### config.mk
export PLATFORM = sky130hd
export DESIGN_NAME = clock_tree_frequency_calc_unit
export DESIGN_NICKNAME = d
export VERILOG_FILES = /design/src/hdl/cfc_pkg.sv /design/src/hdl/cfc_front.sv /design/src/hdl/cfc_queue.sv /design/src/hdl/cfc_back.sv /design/src/hdl/clock_tree_frequency_calc_unit.sv
export SDC_FILE = /design/constraint.sdc
export NUM_CORES = 2
export LEC_CHECK = 0
export ABC_AREA = 1
export BUFFER_PORTS_ARGS = -buffer_cell sky130_fd_sc_hd__buf_2
export CORE_MARGIN = 1.5
export CORE_UTILIZATION = 30
export CTS_CLUSTER_DIAMETER = 100
export DETAILED_ROUTE_END_ITERATION = 16
export HOLD_SLACK_MARGIN = 0.15
export SLEW_MARGIN = 15
export SYNTH_ARGS = -nofsm -noshare
export SYNTH_HDL_FRONTEND = slang
export SYNTH_HIERARCHICAL = 1
export SYNTH_SLANG_ARGS = --single-unit
### constraint.sdc
create_clock -name clk -period 4.14 [get_ports clk]
set_input_delay 0.621 -clock clk [delete_from_list [all_inputs] [get_ports clk]]
set_output_delay 0.621 -clock clk [all_outputs]
set_load 0.005 [all_outputs]
### src/hdl/cfc_pkg.sv
`timescale 1ns / 1ps
`default_nettype none
// ----------------------------------------------------------------------------
// cfc_pkg: clock tree frequency calculator package
// Shared types, constants and helper functions for the calculator blocks.
// ----------------------------------------------------------------------------
package cfc_pkg;

    // Field widths
    localparam int SRC_W    = 26;               // oscillator frequency width
    localparam int M_W      = 6;
    localparam int N_W      = 9;
    localparam int CORE_W   = SRC_W + N_W;       // full-precision core frequency
    localparam int HZ_W     = 32;
    localparam int WS_W     = 3;
    localparam int AHB_SH_W = 4;
    localparam int APB_SH_W = 3;

    // Divider organization
    localparam int DIV_BITS_PER_STAGE = 2;
    localparam int DIV_STAGES         = SRC_W / DIV_BITS_PER_STAGE;
    localparam int BIT_IDX_W          = $clog2(SRC_W);

    // Queue between front and back
    localparam int CFC_QUEUE_DEPTH = 4;

    // Flash latency thresholds
    localparam int unsigned FLASH_STEP_HZ = 30000000;
    localparam int          FLASH_WS_MAX  = 7;

    localparam logic [SRC_W-1:0] HSE_RESET_HZ = SRC_W'(0);
    localparam logic [SRC_W-1:0] HSI_RESET_HZ = SRC_W'(16000000);

    // Configuration register indexes
    typedef enum logic [0:0] {
        REG_HSE_HZ = 1'b0,
        REG_HSI_HZ = 1'b1
    } cfg_idx_t;

    // Clock switch status codes
    typedef enum logic [1:0] {
        STS_HSI     = 2'd0,
        STS_HSE     = 2'd1,
        STS_PLL     = 2'd2,
        STS_HSI_ALT = 2'd3
    } src_sts_t;

    typedef struct packed {
        logic [1:0]     source_status;
        logic           pll_from_hse;
        logic [M_W-1:0] pll_m;
        logic [N_W-1:0] pll_n;
        logic [1:0]     pll_p_code;
        logic [3:0]     ahb_prescale;
        logic [2:0]     apb1_prescale;
        logic [2:0]     apb2_prescale;
    } cfc_in_t;

    typedef struct packed {
        logic [HZ_W-1:0] core_hz;
        logic [HZ_W-1:0] ahb_hz;
        logic [HZ_W-1:0] apb1_hz;
        logic [HZ_W-1:0] apb2_hz;
        logic [WS_W-1:0] flash_wait_states;
        logic            prefetch_on;
        logic            pll_error;
    } cfc_out_t;

    // Classified job handed from front to back
    typedef struct packed {
        logic                use_pll;
        logic                err;
        logic [SRC_W-1:0]    src;
        logic [M_W-1:0]      m;
        logic [N_W-1:0]      n;
        logic [1:0]          p_code;
        logic [AHB_SH_W-1:0] ahb_shift;
        logic [APB_SH_W-1:0] apb1_shift;
        logic [APB_SH_W-1:0] apb2_shift;
    } cfc_job_t;

    // Divider pipeline slot
    typedef struct packed {
        cfc_job_t         job;
        logic [SRC_W-1:0] quo;
        logic [M_W-1:0]   rem;
    } cfc_div_t;

    // Queue status toward front and top
    typedef struct packed {
        logic empty;
        logic full;
        logic almost_full;
    } cfc_q_status_t;

    // One restoring divide step on one dividend bit
    function automatic cfc_div_t div_step(input cfc_div_t d,
                                          input logic [BIT_IDX_W-1:0] bit_idx);
        cfc_div_t       r;
        logic [M_W:0]   trial;
        logic [M_W:0]   dvs;
        r     = d;
        trial = {d.rem, d.job.src[bit_idx]};
        dvs   = {1'b0, d.job.m};
        if (trial >= dvs)
        begin
            r.rem = M_W'(trial - dvs);
            r.quo = {d.quo[SRC_W-2:0], 1'b1};
        end
        else
        begin
            r.rem = trial[M_W-1:0];
            r.quo = {d.quo[SRC_W-2:0], 1'b0};
        end
        return r;
    endfunction

    function automatic logic [HZ_W-1:0] sat32(input logic [CORE_W-1:0] v);
        return (|v[CORE_W-1:HZ_W]) ? {HZ_W{1'b1}} : v[HZ_W-1:0];
    endfunction

    // Wait states: number of 30 MHz steps exceeded, capped at the maximum
    function automatic logic [WS_W-1:0] flash_ws(input logic [CORE_W-1:0] bus);
        logic [WS_W-1:0] ws;
        ws = '0;
        for (int k = 1; k <= FLASH_WS_MAX; k++)
        begin
            if (bus > CORE_W'(longint'(k) * longint'(FLASH_STEP_HZ)))
                ws = WS_W'(k);
        end
        return ws;
    endfunction

endpackage
`default_nettype wire

### src/hdl/cfc_front.sv
`timescale 1ns / 1ps
`default_nettype none
// ----------------------------------------------------------------------------
// cfc_front: command front end
// Accept a transaction, pick the oscillator, decode prescalers, flag bad M.
// ----------------------------------------------------------------------------
module cfc_front
    import cfc_pkg::*;
(
    input  wire logic              clk,
    input  wire logic              rst_n,
    input  wire logic              start,
    input  wire logic              busy,
    input  wire cfc_in_t           item,
    input  wire logic [SRC_W-1:0]  hse_hz,
    input  wire logic [SRC_W-1:0]  hsi_hz,
    output logic                   push,
    output cfc_job_t               job
);

    logic     vld_reg;
    logic     vld_next;
    cfc_job_t job_reg;
    cfc_job_t job_next;

    always_comb
    begin
        vld_next            = start && !busy;
        job_next.use_pll    = 1'b0;
        job_next.src        = hsi_hz;
        unique case (src_sts_t'(item.source_status))
            STS_HSE:
            begin
                job_next.src = hse_hz;
            end
            STS_PLL:
            begin
                job_next.use_pll = 1'b1;
                job_next.src     = item.pll_from_hse ? hse_hz : hsi_hz;
            end
            STS_HSI, STS_HSI_ALT:
            begin
                job_next.src = hsi_hz;
            end
            default:
            begin
                job_next.src = hsi_hz;
            end
        endcase
        job_next.err    = job_next.use_pll && (item.pll_m < M_W'(2));
        job_next.m      = item.pll_m;
        job_next.n      = item.pll_n;
        job_next.p_code = item.pll_p_code;
        // AHB codes 12..15 skip divide by 32
        if (item.ahb_prescale[3])
            job_next.ahb_shift = (item.ahb_prescale[2:0] > 3'd3)
                ? AHB_SH_W'(item.ahb_prescale[2:0]) + AHB_SH_W'(2)
                : AHB_SH_W'(item.ahb_prescale[2:0]) + AHB_SH_W'(1);
        else
            job_next.ahb_shift = '0;
        job_next.apb1_shift = item.apb1_prescale[2]
            ? APB_SH_W'(item.apb1_prescale[1:0]) + APB_SH_W'(1) : '0;
        job_next.apb2_shift = item.apb2_prescale[2]
            ? APB_SH_W'(item.apb2_prescale[1:0]) + APB_SH_W'(1) : '0;
    end

    always_ff @(posedge clk or negedge rst_n)
    begin
        if (!rst_n)
            vld_reg <= 1'b0;
        else
            vld_reg <= vld_next;
    end

    always_ff @(posedge clk)
    begin
        if (vld_next)
            job_reg <= job_next;
    end

    assign push = vld_reg;
    assign job  = job_reg;

endmodule
`default_nettype wire

### src/hdl/cfc_queue.sv
`timescale 1ns / 1ps
`default_nettype none
// ----------------------------------------------------------------------------
// cfc_queue: job queue
// Short FIFO that decouples the command front end from the compute back end.
// ----------------------------------------------------------------------------
module cfc_queue
    import cfc_pkg::*;
#(
    parameter int DEPTH = CFC_QUEUE_DEPTH
)
(
    input  wire logic     clk,
    input  wire logic     rst_n,
    input  wire logic     push,
    input  wire cfc_job_t push_data,
    input  wire logic     pop,
    output cfc_job_t      pop_data,
    output cfc_q_status_t status
);

    localparam int PTR_W = $clog2(DEPTH);
    localparam int CNT_W = $clog2(DEPTH + 1);

    cfc_job_t         mem_reg [DEPTH];
    logic [PTR_W-1:0] wr_ptr_reg;
    logic [PTR_W-1:0] wr_ptr_next;
    logic [PTR_W-1:0] rd_ptr_reg;
    logic [PTR_W-1:0] rd_ptr_next;
    logic [CNT_W-1:0] count_reg;
    logic [CNT_W-1:0] count_next;

    always_comb
    begin
        wr_ptr_next = wr_ptr_reg;
        rd_ptr_next = rd_ptr_reg;
        count_next  = count_reg;
        if (push)
            wr_ptr_next = (wr_ptr_reg == PTR_W'(DEPTH - 1)) ? '0 : wr_ptr_reg + PTR_W'(1);
        if (pop)
            rd_ptr_next = (rd_ptr_reg == PTR_W'(DEPTH - 1)) ? '0 : rd_ptr_reg + PTR_W'(1);
        if (push && !pop)
            count_next = count_reg + CNT_W'(1);
        else if (pop && !push)
            count_next = count_reg - CNT_W'(1);
    end

    always_ff @(posedge clk or negedge rst_n)
    begin
        if (!rst_n)
        begin
            wr_ptr_reg <= '0;
            rd_ptr_reg <= '0;
            count_reg  <= '0;
        end
        else
        begin
            wr_ptr_reg <= wr_ptr_next;
            rd_ptr_reg <= rd_ptr_next;
            count_reg  <= count_next;
        end
    end

    always_ff @(posedge clk)
    begin
        if (push)
            mem_reg[wr_ptr_reg] <= push_data;
    end

    assign pop_data           = mem_reg[rd_ptr_reg];
    assign status.empty       = (count_reg == '0);
    assign status.full        = (count_reg == CNT_W'(DEPTH));
    assign status.almost_full = (count_reg >= CNT_W'(DEPTH - 1));

endmodule
`default_nettype wire

### src/hdl/cfc_back.sv
`timescale 1ns / 1ps
`default_nettype none
// ----------------------------------------------------------------------------
// cfc_back: compute back end
// Pipelined M divider, N multiplier, P/AHB/APB shifts and flash latency.
// ----------------------------------------------------------------------------
module cfc_back
    import cfc_pkg::*;
(
    input  wire logic     clk,
    input  wire logic     rst_n,
    input  wire logic     job_vld,
    input  wire cfc_job_t job,
    output logic          result_valid,
    output cfc_out_t      result
);

    localparam int LAST = DIV_STAGES - 1;

    // Divider pipeline
    logic [DIV_STAGES-1:0] stg_vld_reg;
    cfc_div_t              stg_reg  [DIV_STAGES];
    cfc_div_t              stg_in   [DIV_STAGES];
    cfc_div_t              stg_next [DIV_STAGES];

    assign stg_in[0].job = job;
    assign stg_in[0].quo = '0;
    assign stg_in[0].rem = '0;

    for (genvar s = 0; s < DIV_STAGES; s++)
    begin : g_div
        cfc_div_t chain [DIV_BITS_PER_STAGE+1];
        if (s > 0)
        begin : g_link
            assign stg_in[s] = stg_reg[s-1];
        end
        assign chain[0] = stg_in[s];
        for (genvar j = 0; j < DIV_BITS_PER_STAGE; j++)
        begin : g_bit
            localparam int IDX = SRC_W - 1 - (s * DIV_BITS_PER_STAGE + j);
            assign chain[j+1] = div_step(chain[j], BIT_IDX_W'(IDX));
        end
        assign stg_next[s] = chain[DIV_BITS_PER_STAGE];

        always_ff @(posedge clk)
        begin
            stg_reg[s] <= stg_next[s];
        end
    end

    always_ff @(posedge clk or negedge rst_n)
    begin
        if (!rst_n)
            stg_vld_reg <= '0;
        else
            stg_vld_reg <= {stg_vld_reg[DIV_STAGES-2:0], job_vld};
    end

    // Multiply stage
    logic              mul_vld_reg;
    cfc_job_t          mul_job_reg;
    logic [CORE_W-1:0] mul_prod_reg;

    // Core and AHB stage
    logic              bus_vld_reg;
    logic [CORE_W-1:0] core_reg;
    logic [CORE_W-1:0] bus_reg;
    logic              err_reg;
    logic [APB_SH_W-1:0] apb1_sh_reg;
    logic [APB_SH_W-1:0] apb2_sh_reg;
    logic [CORE_W-1:0] core_next;

    // Output stage
    logic     out_vld_reg;
    cfc_out_t out_reg;
    cfc_out_t out_next;

    always_comb
    begin
        if (mul_job_reg.err)
            core_next = '0;
        else if (mul_job_reg.use_pll)
            core_next = mul_prod_reg >> ({1'b0, mul_job_reg.p_code} + 3'd1);
        else
            core_next = CORE_W'(mul_job_reg.src);
    end

    always_comb
    begin
        out_next.core_hz           = sat32(core_reg);
        out_next.ahb_hz            = sat32(bus_reg);
        out_next.apb1_hz           = sat32(bus_reg >> apb1_sh_reg);
        out_next.apb2_hz           = sat32(bus_reg >> apb2_sh_reg);
        out_next.flash_wait_states = flash_ws(bus_reg);
        out_next.prefetch_on       = (bus_reg > CORE_W'(FLASH_STEP_HZ));
        out_next.pll_error         = err_reg;
    end

    always_ff @(posedge clk or negedge rst_n)
    begin
        if (!rst_n)
        begin
            mul_vld_reg <= 1'b0;
            bus_vld_reg <= 1'b0;
            out_vld_reg <= 1'b0;
        end
        else
        begin
            mul_vld_reg <= stg_vld_reg[LAST];
            bus_vld_reg <= mul_vld_reg;
            out_vld_reg <= bus_vld_reg;
        end
    end

    always_ff @(posedge clk)
    begin
        mul_job_reg  <= stg_reg[LAST].job;
        mul_prod_reg <= CORE_W'(stg_reg[LAST].quo) * CORE_W'(stg_reg[LAST].job.n);
        core_reg     <= core_next;
        bus_reg      <= core_next >> mul_job_reg.ahb_shift;
        err_reg      <= mul_job_reg.err;
        apb1_sh_reg  <= mul_job_reg.apb1_shift;
        apb2_sh_reg  <= mul_job_reg.apb2_shift;
        out_reg      <= out_next;
    end

    assign result_valid = out_vld_reg;
    assign result       = out_reg;

endmodule
`default_nettype wire

### src/hdl/clock_tree_frequency_calc_unit.sv
`timescale 1ns / 1ps
`default_nettype none
// ----------------------------------------------------------------------------
// clock_tree_frequency_calc_unit: clock tree frequency calculator
// Derives core, AHB, APB1 and APB2 frequencies and flash latency from clock
// configuration codes.
// ----------------------------------------------------------------------------
// A transaction is accepted at every clock edge with start high and busy low;
// one transaction per cycle is sustained indefinitely. Each result appears on
// result for exactly one cycle with result_valid high, in order. A command
// passes the command register and the job queue, then the divider for the
// PLL input divider M, which resolves two quotient bits per stage over 13
// stages, followed by one multiply stage, one core/AHB shift stage and one
// output stage.
// The receiver cannot stall, so the back end drains the queue every cycle and
// busy stays low in normal use. hse_hz and hsi_hz are written through cfg_we,
// cfg_index and cfg_data and must only be changed while the unit is idle.
// ----------------------------------------------------------------------------
module clock_tree_frequency_calc_unit
    import cfc_pkg::*;
#(
    parameter int QUEUE_DEPTH = CFC_QUEUE_DEPTH
)
(
    input  wire logic             clk,
    input  wire logic             rst_n,
    input  wire logic             start,
    output logic                  busy,
    input  wire cfc_in_t          item,
    input  wire logic             cfg_we,
    input  wire logic [0:0]       cfg_index,
    input  wire logic [SRC_W-1:0] cfg_data,
    output logic                  result_valid,
    output cfc_out_t              result
);

    // Oscillator frequency registers
    logic [SRC_W-1:0] hse_hz_reg;
    logic [SRC_W-1:0] hsi_hz_reg;

    always_ff @(posedge clk or negedge rst_n)
    begin
        if (!rst_n)
        begin
            hse_hz_reg <= HSE_RESET_HZ;
            hsi_hz_reg <= HSI_RESET_HZ;
        end
        else if (cfg_we)
        begin
            unique case (cfg_idx_t'(cfg_index))
                REG_HSE_HZ: hse_hz_reg <= cfg_data;
                REG_HSI_HZ: hsi_hz_reg <= cfg_data;
                default:    hse_hz_reg <= hse_hz_reg;
            endcase
        end
    end

    // Front end: register the command and classify it
    logic          q_push;
    cfc_job_t      q_push_data;
    cfc_job_t      q_pop_data;
    logic          q_pop;
    cfc_q_status_t q_status;

    cfc_front u_front (
        .clk    (clk),
        .rst_n  (rst_n),
        .start  (start),
        .busy   (busy),
        .item   (item),
        .hse_hz (hse_hz_reg),
        .hsi_hz (hsi_hz_reg),
        .push   (q_push),
        .job    (q_push_data)
    );

    // Hold off new commands once the queue could not absorb the one in flight
    assign busy = q_status.almost_full;

    cfc_queue #(
        .DEPTH (QUEUE_DEPTH)
    ) u_queue (
        .clk       (clk),
        .rst_n     (rst_n),
        .push      (q_push),
        .push_data (q_push_data),
        .pop       (q_pop),
        .pop_data  (q_pop_data),
        .status    (q_status)
    );

    // Back end never stalls: drain one job per cycle
    assign q_pop = !q_status.empty;

    cfc_back u_back (
        .clk          (clk),
        .rst_n        (rst_n),
        .job_vld      (q_pop),
        .job          (q_pop_data),
        .result_valid (result_valid),
        .result       (result)
    );

`ifndef SYNTHESIS
    // Queue never takes a job while full
    assert property (@(posedge clk) disable iff (!rst_n)
        q_push |-> (!q_status.full || q_pop))
        else $error("job queue overflow");

    // Bad PLL divider zeroes every frequency of that result
    assert property (@(posedge clk) disable iff (!rst_n)
        (result_valid && result.pll_error) |->
            (result.core_hz == '0 && result.ahb_hz == '0 && result.prefetch_on == 1'b0))
        else $error("pll error result carries a nonzero frequency");

    // Wait states only appear with prefetch on
    assert property (@(posedge clk) disable iff (!rst_n)
        (result_valid && !result.prefetch_on) |-> (result.flash_wait_states == '0))
        else $error("wait states set below the first flash step");

    // An accepted command reaches the queue on the next edge
    assert property (@(posedge clk) disable iff (!rst_n)
        (start && !busy) |=> q_push)
        else $error("accepted command not queued");
`endif

endmodule
`default_nettype wire

* After elaboration in Yosys (flattened, before gate mapping)
Memory sizes are Yosys's and may differ from the RTL's.
Index checks and enable logic that the tools add are counted.
W data, S select, Z words.
** Cells by class
- Divide/modulo/power cells :: 0
- $mul :: 1
- Muxes and demuxes :: 44
- Bitwise operators :: 1
- Shifts and indexed selects :: 4
- $lt $le $gt $ge :: 36
- Add/sub/neg operators :: 35
- Reduce and logical (&&, ||, !) cells :: 19
- Equal/unequal tests :: 5
** Operator list (number)
- $mux W7 :: 26
- $ge A7 B6 Y1 :: 25
- $sub A6 B6 Y6 :: 25
- $gt A35 B28 Y1 const B :: 3
- $shr A35 B3 Y35 :: 3
- $pmux W26 S3 :: 1
- $gt A35 B27 Y1 const B :: 2
- $mux W35 :: 2
- $gt A35 B25 Y1 const B :: 1
- $gt A35 B26 Y1 const B :: 1
- $mul A26 B9 Y35 :: 1
- $shr A35 B4 Y35 :: 1
- $mux W26 :: 1
- $mux W2 :: 6
- $reduce_or A3 Y1 :: 4
- $add A2 B1 Y3 const B :: 3
- $eq A2 B2 Y1 const B :: 4
- $ge A1 B6 Y1 :: 1
- $lt A6 B2 Y1 const B :: 1
- $mux W3 :: 2
- $sub A1 B6 Y6 :: 1
- $mux W1 :: 5
- $add A2 B1 Y2 const B :: 2
- $add A3 B1 Y4 const B :: 1
- other kinds (16) :: 23
** Word-level totals
- Latch bits :: 0
- Bits in writable memories :: 1351
- Output and inout bits :: 135
- Register bits :: 416
- Bits in read-only memories :: 0
- Memories kept :: 2
** Memory list
- u_back.stg_reg :: depth 13, width 87, rd ports 13, clocked after memory_dff 0, write ports 13, line cfc_back.sv:22 : cfc_div_t stg_reg [DIV_STAGES];
- u_queue.mem_reg :: depth 4, width 55, rd ports 1, clocked after memory_dff 0, write ports 1, line cfc_queue.sv:25 : cfc_job_t mem_reg [DEPTH];

* Depth between registers and ports, before layout
- Depth in word-level cells :: 7
- Mapped depth :: 27
- Gate-level depth less buffers :: 25

* Hierarchy
The synthesis kept the hierarchy.
** By module, submodules not included
- cfc_back :: instances 1, area each 47852.1 sq um, seq. area each 25324.3 sq um, cells an instance 5199
- cfc_queue :: instances 1, area each 9205.1 sq um, seq. area each 6781.5 sq um, cells an instance 696
- cfc_front :: instances 1, area each 2289.7 sq um, seq. area each 1676.6 sq um, cells an instance 184
- clock_tree_frequency_calc_unit :: instances 1, area each 2099.5 sq um, seq. area each 1310.0 sq um, cells an instance 227

* Worst setup path before layout
No wires, ideal clock.
- Kind :: flip-flop to flip-flop
- Start point :: memory u_back/stg_reg[1][394] in the netlist's numbering
- End point :: register u_back.mul_prod_reg[34]
- Required time :: 4.028 ns
- Period minus slack after synthesis :: 4.358 ns
- Setup time :: 0.112 ns
- Cell stages (with the launch flop) :: 21
- Buffers on the path :: 2
- Path slack :: -0.218 ns
- Data arrival time :: 4.245 ns
- Path through :: dfxtp_1 clkbuf_1 clkbuf_1 nand2_1 fa_1 inv_1 fa_1 fa_1 inv_1 fa_1 inv_1 ha_1 a21oi_1 a21boi_0 nor2_1 nor2_1 nor2_1 nor2_1 nand2_1 nand2_1 nand2_1
** RTL lines
- from (decl) :: line cfc_back.sv:22
- to (signal assigned) :: line cfc_back.sv:118 : mul_prod_reg <= CORE_W'(stg_reg[LAST].quo) * CORE_W'(stg_reg[LAST].job.n);
- to (decl) :: line cfc_back.sv:62 : logic [CORE_W-1:0] mul_prod_reg;

==> metrics <==
setup TNS -0.306 ns; worst skew pair latency roughly 0.79 ns; Critical Path Max Stage Delay a little under 0.6 ns; CP Launch Type flip-flop; critical path class reg2reg; CTS Buf Count roughly 160; Core Region roughly 0.2 mm²; global-route wire length before repair 221,000 µm; via-per-instance ratio 4.35; Post-DRT Antenna Nets 0; Max Cap Violations 0; worst hold path type in2reg; RR Endpoint u_back/mul_prod_reg[20]; Final WS setup -0.0524 ns; unrepaired setup endpoints after global routing true; Layout area overhead 20.5%; cells after synthesis ~6.3k; IO Pins around 200; Most common cell on crit path nand2_1; reg-to-reg slack, setup -0.05 ns; DPL Wire Length approximately 100,000 µm; endpoints failing setup 13; PortBufs 195; DR vias 41.4k; Worst Path Required approximately 4.8 ns; Final Max Tran Viols 0; die span in x approximately 460 µm; Post-Syn Area 0.0614 mm²; Starting DRT DRC Count about 2.9k; drt first pass iters 5; global route overflow 0; status finished with violations; worst-case reg-to-reg path depth 19; layout cell share with drive strength beyond 1 0.153; Reg clk slew, reported paths about 0.060 ns; Synthesis Warnings 6; fmax 239 MHz; final hold vios 0; Clock Tree Root clkbuf_16; CP startpoint u_back/stg_reg[1][394]; Critical Path AT 4.84 ns; clock tree from TritonCTS yes; cells along the critical path buf_6 -> buf_12 -> buf_8 -> nand2_1 -> fa_1 -> inv_1 -> fa_1 -> fa_1 -> fa_1 -> ha_4 -> a21oi_4 -> o21ai_4 -> a21o_1 -> nand2_1 -> nand2_2 -> nand2_2 -> nand2_1 -> nand2_1 -> nand2_1; largest net degree at the start of global routing 78; GRT Util Overall 0.131; Antenna Cells 0; antenna violations before repair 0; Rows 165; clock sink count around 1.6k; Longest Clk Path Bufs 3; Post-Route WL 139,000 µm; die height about 460 µm; element type at the critical path end flip-flop; slowest CP cell fa_1; failing checks setup timing; Post-Syn Nets 6,778; Starting Density 0.303; end of the critical path u_back/mul_prod_reg[20]; Slew @ Worst Pin about 1.1 ns; vias in the first global route between 40k and 50k; R2R Path Start u_back/stg_reg[1][394]; relative slew slack 0.285; Clock Skew 0.0252 ns; Remaining DRCs 0; gp weighted congestion ~0.9; Mean Syn Cell Area 9.74 µm²; final net count between 7k and 8k; H-tree depth 4; Max FO, Critical Path 7; Die Area roughly 0.21 mm²; Tmin final ~4.2 ns; DR WL/cell approximately 15 µm; Tcrit/Tclk final 1.01; number of flip-flops in the largest register approximately 960
[final cells by class]
class / instances / area, µm²
Timing Repair Buffer: 443 / 3470
Inverter: 887 / 3350
Clock inverter: 77 / 1050
Sequential cell: 1596 / 35100
Clock buffer: 221 / 4620
Tap cell: 2672 / 3340
Multi-Input combinational cell: 3605 / 23000
Fill cell: 20100 / 129000
[per-stage QoR]
step,util,setup WS (ns),hold WS (ns),instance area [µm²],std cells
6_report,0.365,-0.0524,0.240,74000,9501
4_1_cts,0.360,-0.141,0.165,73000,9483
5_1_grt,0.365,-0.234,0.197,74000,9501
2_1_floorplan,-,0.000674,0.310,61500,6305
3_3_place_gp,0.326,-0.520,0.310,66100,9120
3_5_place_dp,0.326,-0.430,0.312,66100,9120
[critical path, delay by kind of cell, from the launching register on]
kind | cells | cell delay (ns)
fa+ha+maj | 5 | 2.34
compound gates | 3 | 0.47
simple gates | 7 | 0.47
buf+inv | 4 | 0.41
flops | 1 | 0.37
[worst min path at each step]
stage | cells past startpoint | startpoint | slack [ns] | to
floorplan | 0 | u_back/mul_job_reg[3] | 0.31 | u_back/apb1_sh_reg[0]
finish | 4 | item[4] | 0.24 | u_front/job[4]
global placement | 0 | u_back/stg_reg[0][521] | 0.31 | u_back/stg_reg[0][608]
global route | 3 | item[7] | 0.20 | u_front/job[9]
CTS | 3 | item[7] | 0.16 | u_front/job[9]
detailed placement | 0 | u_back/stg_reg[1][380] | 0.31 | u_back/mul_job_reg[0]
[placed cells by master (no fill, tap or decap), types with 14 or more instances in the layout]
cell type	instances
o211ai_1	116
o21ai_1	33
a21oi_1	85
o21ai_0	129
buf_2	194
mux2i_1	16
ha_4	23
nand2_1	1544
a21oi_4	17
o21ai_2	16
buf_6	14
dfxtp_1	1226
nand2_4	23
clkinv_2	23
fa_1	186
xor2_1	61
nor2_1	227
nand2_2	64
clkbuf_8	25
buf_12	22
xnor2_1	37
nand3_1	473
clkbuf_16	173
clkbuf_1	27
nor3_1	41
a31oi_1	42
nor2_4	23
dlygate4sd3_1	51
a21oi_2	27
nand3_2	22
buf_4	151
nand3b_1	17
nor2_2	17
dfrtp_1	68
edfxtp_1	275
inv_2	52
ha_1	194
nand4_1	35
inv_1	821
[what timing repair did]
item                       CTS  global route
gates resized for setup    136           216
setup endpoints to repair   24            26
pin swaps                   33           132
cloned                       4             7
buffers inserted            10            13
hold endpoints to repair   145             0
hold buffers                51             0
[layer usage]
layer  global-route usage  vias up  wire, µm
met3               0.0216      225      6590
met1                0.174    19400     64000
met2                0.218      939     65000
met5                    0        -         0
met4               0.0412        0      3520
li1                     -    20800         -
Power is not shown: default switching activity piles up to over one toggle a cycle in this logic, so the estimate is an artifact.
